**config.mk**
```make
export PLATFORM = sky130hd
export DESIGN_NAME = eesa_mulq
export DESIGN_NICKNAME = d
export VERILOG_FILES = /design/src/design/eesa_pkg.sv /design/src/design/eesa_mulq.sv
export SDC_FILE = /design/constraint.sdc
export NUM_CORES = 2
export LEC_CHECK = 0
export BUFFER_PORTS_ARGS = -buffer_cell sky130_fd_sc_hd__buf_4
export CORE_ASPECT_RATIO = 1.5
export CORE_MARGIN = 2
export CORE_UTILIZATION = 55
export DETAILED_ROUTE_END_ITERATION = 8
export PLACE_DENSITY_LB_ADDON = 0.15
export SLEW_MARGIN = 30
export SYNTH_ARGS = -nofsm -noshare
export SYNTH_HDL_FRONTEND = slang
export SYNTH_SLANG_ARGS = --single-unit
```
**constraint.sdc**
```tcl
create_clock -name clk -period 9.1 [get_ports clk]
set_input_delay 0.455 -clock clk [delete_from_list [all_inputs] [get_ports clk]]
set_output_delay 0.455 -clock clk [all_outputs]
set_load 0.02 [all_outputs]
```
**src/design/eesa_pkg.sv**
```systemverilog
// shared types, limits and helpers for the element stiffness accumulator
// no dependencies
package eesa_pkg;

	localparam int DEF_MAX_NODES = 16;
	localparam int CFG_W = 32;
	localparam int VAL_W = 48;
	localparam int MX_W = 50;

	typedef enum logic [0:0] {
		CFG_LAMBDA = 1'b0,
		CFG_MU     = 1'b1
	} cfg_idx_t;

	localparam logic signed [VAL_W-1:0] POS_LIM = {1'b0, {(VAL_W-1){1'b1}}};
	localparam logic signed [VAL_W-1:0] NEG_LIM = {1'b1, {(VAL_W-1){1'b0}}};

	typedef struct packed {
		logic signed [VAL_W-1:0] val;
		logic sat;
	} sat_val_t;

	typedef struct packed {
		logic signed [MX_W-1:0] x;
		logic signed [CFG_W-1:0] c;
	} mul_req_t;

	typedef struct packed {
		logic done;
		logic signed [VAL_W-1:0] val;
		logic sat;
	} mul_rsp_t;

	function automatic sat_val_t clip48(input logic signed [MX_W-1:0] v);
		sat_val_t r;
		if (v > MX_W'(POS_LIM)) begin
			r.val = POS_LIM;
			r.sat = 1'b1;
		end else if (v < MX_W'(NEG_LIM)) begin
			r.val = NEG_LIM;
			r.sat = 1'b1;
		end else begin
			r.val = v[VAL_W-1:0];
			r.sat = 1'b0;
		end
		return r;
	endfunction

endpackage

```
**src/design/eesa_mulq.sv**
```systemverilog
// four-stage scaled multiply: round(x*c/2^16) half away from zero, clipped to 48 bits
// depends on eesa_pkg
module eesa_mulq (
	input  logic clk,
	input  logic arst_n,
	input  logic start,
	input  eesa_pkg::mul_req_t req,
	output eesa_pkg::mul_rsp_t rsp
);
	import eesa_pkg::*;

	logic v_s1, v_s2, v_s3;
	logic neg_s1, neg_s2, neg_s3;
	logic [MX_W-1:0] m_s1, m_s2;
	logic [CFG_W-1:0] n_s1, n_s2;
	logic [63:0] lo_s2, lo_s3;
	logic [MX_W-1:0] hi_s3;
	logic [64:0] lo_rnd;
	logic [MX_W-1:0] q;
	sat_val_t res;
	logic done_q;
	logic signed [VAL_W-1:0] val_q;
	logic sat_q;

	always_ff @(posedge clk or negedge arst_n) begin
		if (!arst_n) begin
			v_s1 <= 1'b0;
			v_s2 <= 1'b0;
			v_s3 <= 1'b0;
			done_q <= 1'b0;
		end else begin
			v_s1 <= start;
			v_s2 <= v_s1;
			v_s3 <= v_s2;
			done_q <= v_s3;
		end
	end

	always_ff @(posedge clk) begin
		neg_s1 <= req.x[MX_W-1] ^ req.c[CFG_W-1];
		m_s1 <= req.x[MX_W-1] ? MX_W'(-req.x) : MX_W'(req.x);
		n_s1 <= req.c[CFG_W-1] ? CFG_W'(-req.c) : CFG_W'(req.c);
		neg_s2 <= neg_s1;
		m_s2 <= m_s1;
		n_s2 <= n_s1;
		lo_s2 <= 64'(m_s1[31:0] * n_s1);
		neg_s3 <= neg_s2;
		lo_s3 <= lo_s2;
		hi_s3 <= MX_W'(m_s2[MX_W-1:32] * n_s2);
		val_q <= res.val;
		sat_q <= res.sat;
	end

	always_comb begin
		lo_rnd = 65'(lo_s3) + 65'h8000;
		q = MX_W'({hi_s3[31:0], 16'b0}) + MX_W'(lo_rnd[64:16]);
		res.val = '0;
		res.sat = 1'b0;
		if (|hi_s3[MX_W-1:32]) begin
			res.val = neg_s3 ? NEG_LIM : POS_LIM;
			res.sat = 1'b1;
		end else if (neg_s3) begin
			if (q > MX_W'({1'b1, {(VAL_W-1){1'b0}}})) begin
				res.val = NEG_LIM;
				res.sat = 1'b1;
			end else begin
				res.val = VAL_W'(-q);
			end
		end else begin
			if (q > MX_W'(POS_LIM)) begin
				res.val = POS_LIM;
				res.sat = 1'b1;
			end else begin
				res.val = q[VAL_W-1:0];
			end
		end
	end

	assign rsp = {done_q, val_q, sat_q};

endmodule

```
; ---- Word level (Yosys, flattened, before mapping)
; Index checks and enable logic that the tools add are counted.
[classes]
n_addsub = 5
multipliers = 2
magnitude_cmp = 2
n_mux = 9
n_bitwise = 1
n_reduce_logical = 1
[ops]
columns = cell, count
row1 = $mux W49, 3
row2 = $mux W48, 3
row3 = $add A64 B16 Y65 const B, 1
row4 = $mul A32 B32 Y64, 1
row5 = $add A48 B49 Y50, 1
row6 = $gt A50 B47 Y1 const B, 1
row7 = $gt A50 B48 Y1 const B, 1
row8 = $mul A18 B32 Y50, 1
row9 = $neg A50 Y50, 1
row10 = $neg A48 Y48, 1
row11 = $neg A32 Y32, 1
row12 = $mux W31, 1
row13 = $reduce_or A18 Y1, 1
row14 = $mux W1, 2
row15 = $xor A1 B1 Y1, 1
[totals]
regBits = 398
in_bits = 85
out_inout_bits = 50
word_cells = 38

; ---- Depth between registers and ports, before layout
[depth]
depth_word = 6
ltp_mapped = 30

; ---- Worst setup path before layout
; OpenSTA, ideal clock, no wires.
[synth_timing]
kind = register to register
startpoint = register n_s1[2]
endpoint = register lo_s2[45]
setup_time_ps = 127
arrival_time_ps = 7394
required_ps = 8973
setup_slack_ps = 1579
stages_incl_launch_ff = 27
n_path_buf = 1
cell_sequence = dfxtp_1 -> clkbuf_1 -> and2_1 -> fa_1 -> inv_1 -> fa_1 -> fa_1 -> fa_1 -> inv_1 -> fa_1 -> fa_1 -> fa_1 -> inv_1 -> fa_1 -> inv_1 -> ha_1 -> a21o_1 -> a31oi_1 -> o211ai_1 -> a221oi_1 -> o21ai_0 -> nor4b_1 -> o31ai_1 -> a311o_1 -> a21oi_1 -> o21ai_0 -> xor2_1
[synth_via]
elab_chain_cells = 1
[synth_lines]
columns = item, line_no
row1 = from (decl), eesa_mulq.sv:15  ; logic [CFG_W-1:0] n_s1, n_s2;
row2 = from (signal assigned), eesa_mulq.sv:42  ; n_s1 <= req.c[CFG_W-1] ? CFG_W'(-req.c) : CFG_W'(req.c);
row3 = $mul A32 B32 Y64, eesa_mulq.sv:46  ; lo_s2 <= 64'(m_s1[31:0] * n_s1);
row4 = to (signal assigned), eesa_mulq.sv:46
row5 = to (decl), eesa_mulq.sv:16  ; logic [63:0] lo_s2, lo_s3;
; No other way between the ends.
; A chain may end at the register's enable or synchronous reset.

; ---- Worst setup path after layout
[layout_timing]
startpoint = register m_s1[15]
endpoint = register lo_s2[45]
[layout_via]
elab_chain_cells = 1
[layout_lines]
columns = item, line_no
row1 = from (decl), eesa_mulq.sv:14  ; logic [MX_W-1:0] m_s1, m_s2;
row2 = from (signal assigned), eesa_mulq.sv:41  ; m_s1 <= req.x[MX_W-1] ? MX_W'(-req.x) : MX_W'(req.x);
row3 = $mul A32 B32 Y64, eesa_mulq.sv:46
; No other way between the ends.

==> impl_metrics.csv <==
group,metric,value,unit
place,io_buffers,134,
outcome,outcome,"finished clean",
critical_path,reg2reg_slack,420,ps
floorplan,initial_core_util,55.2,%
critical_path,slowest_stage,"fa_1",
synth,ys_ff_latch,336,
critical_path,crit_required,9580,ps
critical_path,worstPathMaxFanout,26,
timing,grt_setup_unrepaired,"no",
routing,wl_met3,10.2,mm
floorplan,fp.dieH,419,um
clock_network,h-tree-depth,2,
global_route,grt_max_degree,68,
synth,synth-edff-count,0,
floorplan,row_count,152,
critical_path,critical-path-top-delay-family,"adder cells",
layout,drive_above_1_share,5.99,%
critical_path,crit_chain,"buf_4 -> and2_1 -> fa_1 -> fa_1 -> inv_1 -> fa_1 -> fa_1 -> fa_1 -> inv_1 -> fa_1 -> fa_1 -> fa_1 -> ha_1 -> a31oi_1 -> o211ai_1 -> a221oi_1 -> o21ai_0 -> nor4b_1 -> o31ai_1 -> a311o_1 -> a21oi_1 -> o21ai_0 -> xor2_1",
floorplan,die-area,117000,um^2
synth,yosys_warnings,0,
clock_network,cts_buffer_depth,3,
timing,setup_tns,0,ps
synth,synth_fp_nets,8775,
routing,first_pass_iters,5,
worst_hold_path,hold_end,"n_s1[21]",
routing,wirelength,190,mm
timing,worst_clock_skew,25.3,ps
routing,route.layer.met1.wl,65.1,mm
clock_network,path_clk_slew,60,ps
timing,setup-violations-final,0,
global_route,grt_first_pass_wirelength,293,mm
routing,drt_iter0_markers,2656,
floorplan,core_region_area,114000,um^2
clock_network,cts_tree,"done",
timing,hold_violations,0,
timing,min_period,8680,ps
critical_path,timing.rr.end,"lo_s2[45]",
synth,synth_async_sr_flop_share,1.19,%
layout,nets,8733,
synth,synthCells,6893,
synth,synth_area,63000,um^2
clock_network,clkLatencyLatePin,610,ps
place,gp_congestion,0.952,
synth,synth_area_per_cell,9.14,um^2
floorplan,die_w,280,um
routing,topRoutingLayerUsed,"met5",
worst_hold_path,hp-class,"in2reg",
routing,drc,0,
clock_network,cts_buffers,41,
layout,final_cell_mix,"inv_1 (1398), fa_1 (1376), nand2_1 (1024)",
timing,worst_pin_slew,1060,ps
global_route,grt_pass1_vias,51700,
clock_network,cts_root_buffer,"clkbuf_16",
worst_hold_path,hp-start,"req[21]",
routing,post_drt_wl_per_cell,22.7,um
flow_run,drv_cap,0,
critical_path,cpMostUsedCell,"fa_1",
critical_path,worstRegToRegCells,23,
critical_path,path_class,"reg2reg",
routing,vias,47000,
timing,timing.fmax,0.115,GHz
clock_network,postCtsSetupBuffers,0,
timing,relSlewSlack,29.1,%
critical_path,endpoint_kind,"flop",
routing,met2_length,97.5,mm
timing,drv_slew,0,
worst_hold_path,whs_path_depth,2,
synth,synth_ff_type,"dfxtp_1",
global_route,grt-ovfl-total,0,
critical_path,cpPeakStageDelay,610,ps
global_route,antenna_found_initial,8,
clock_network,cts.sinks,336,
layout,syn_to_final_growth,6.28,%
critical_path,cp-start-kind,"flop",
global_route,grt.total_usage,33.4,%
floorplan,io_pins,135,
place,dp_hpwl,155,mm
synth,yosysSeqAreaShare,10.7,%
synth,synth.distinct_cells,89,
routing,antenna_left,0,
routing,vias_per_cell,5.63,
timing,finalCritPeriodShare,95.3,%
critical_path,reg2reg_from,"m_s1[15]",
layout,layout_commonest_cell,"inv_1",
critical_path,arrival,9160,ps
critical_path,path_buf_inv,3,
[layout make-up]
cell class	instances	area, um^2
Timing Repair Buffer	274	2120
Clock buffer	51	1110
Clock inverter	22	228
Inverter	1398	5250
Sequential cell	336	6780
Antenna cell	5	12.5
Tap cell	1463	1830
Fill cell	10200	47100
Multi-Input combinational cell	4800	49700
[metrics by stage]
step	utilization, %	cell area [um^2]	setup slack, ps	hold slack (ps)	std cells
floorplan	-	63000	1580	159	6893
CTS	58.7	67000	397	7.87	8344
global route	58.7	67000	27.1	28.7	8347
global placement	57.5	65600	583	251	8266
detailed placement	57.5	65600	439	252	8266
finish	58.7	67000	423	33.6	8349
[synth_stat cells, types with 5 or more instances]
master    count  share of area, %
or4_1        16              0.19
nand4_1      46              0.46
buf_2        11             0.087
o41ai_1      13              0.18
a21boi_0      6             0.071
nand2b_1     16              0.16
a211oi_2      8              0.16
o21ai_0      99              0.79
nand3b_1      5             0.060
nor4_1       14              0.14
fa_1       1376                44
ha_1        421               8.4
a31oi_1      20              0.20
a21o_1       60              0.71
nand3_1      59              0.47
o21a_1       17              0.20
nor3_1       43              0.34
nor2b_1      23              0.23
and4_1        6             0.083
xnor2_1     197               2.7
dfxtp_1     332                11
and3_1       28              0.28
or3_1        19              0.19
nand2_1    1024               6.1
a311oi_1     21              0.29
clkbuf_1    343               2.0
mux2i_1      13              0.21
xor2_1       54              0.75
and2_1      740               7.3
o22ai_1      18              0.18
nor2_1      136              0.81
o31ai_1      24              0.29
or2_2        10             0.099
o21bai_1     13              0.15
a21oi_1     142               1.1
inv_1      1398               8.3
o211ai_1     13              0.15
a211oi_1     18              0.21
[what timing repair did]
action	CTS	global route
hold buffers	5	0
resized for setup	0	3
setup endpoints to repair	0	2
hold endpoints to repair	8	0
[sequential cells by signal (all words and copies together) (netlist names)]
register	cells
neg_s1	1
neg_s3	1
sat_q	1
lo_s2	49
done_q	1
hi_s3	50
n_s2	32
v_s3	1
neg_s2	1
m_s2	18
m_s1	50
val_q	48
lo_s3	49
n_s1	32
v_s2	1
v_s1	1
[per-layer routing]
metal | global-route usage, % | up-vias
met2 | 59.3 | 1761
met5 | 0 | -
li1 | - | 20500
met3 | 4.18 | 646
met1 | 36.4 | 24100
met4 | 25.1 | 2
[worst reg2reg max path, stage by stage, from the launching register on]
cell and delay [ps]:
dfxtp_1 560, buf_4 470, and2_1 230, fa_1 450, fa_1 550, inv_1 60
fa_1 560, fa_1 450, fa_1 610, inv_1 80, fa_1 480, fa_1 520
fa_1 410, ha_1 350, a31oi_1 220, o211ai_1 130, a221oi_1 360, o21ai_0 290
nor4b_1 520, o31ai_1 250, a311o_1 440, a21oi_1 270, o21ai_0 140, xor2_1 150
[cell families after synthesis]
family,synth area share [%]
buf+inv,10.5
simple gates,17.5
fa+ha+maj,52.1
mux,0.242
compound gates,5.44
xor+xnor,3.51
flops,10.7
[how the worst max path moves through the flow]
stage | slack [ps] | depth (start not counted) | from | end
6_report | 420 | 23 | m_s1[15] | lo_s2[45]
5_1_grt | 30 | 25 | n_s1[2] | lo_s2[45]
4_1_cts | 400 | 23 | m_s1[12] | lo_s2[45]
3_5_place_dp | 440 | 23 | m_s1[12] | lo_s2[45]
3_3_place_gp | 580 | 23 | m_s1[12] | lo_s2[45]
2_1_floorplan | 1580 | 26 | n_s1[2] | lo_s2[45]
Power is not shown: default switching activity piles up to over one toggle a cycle in this logic, so the estimate is an artifact.
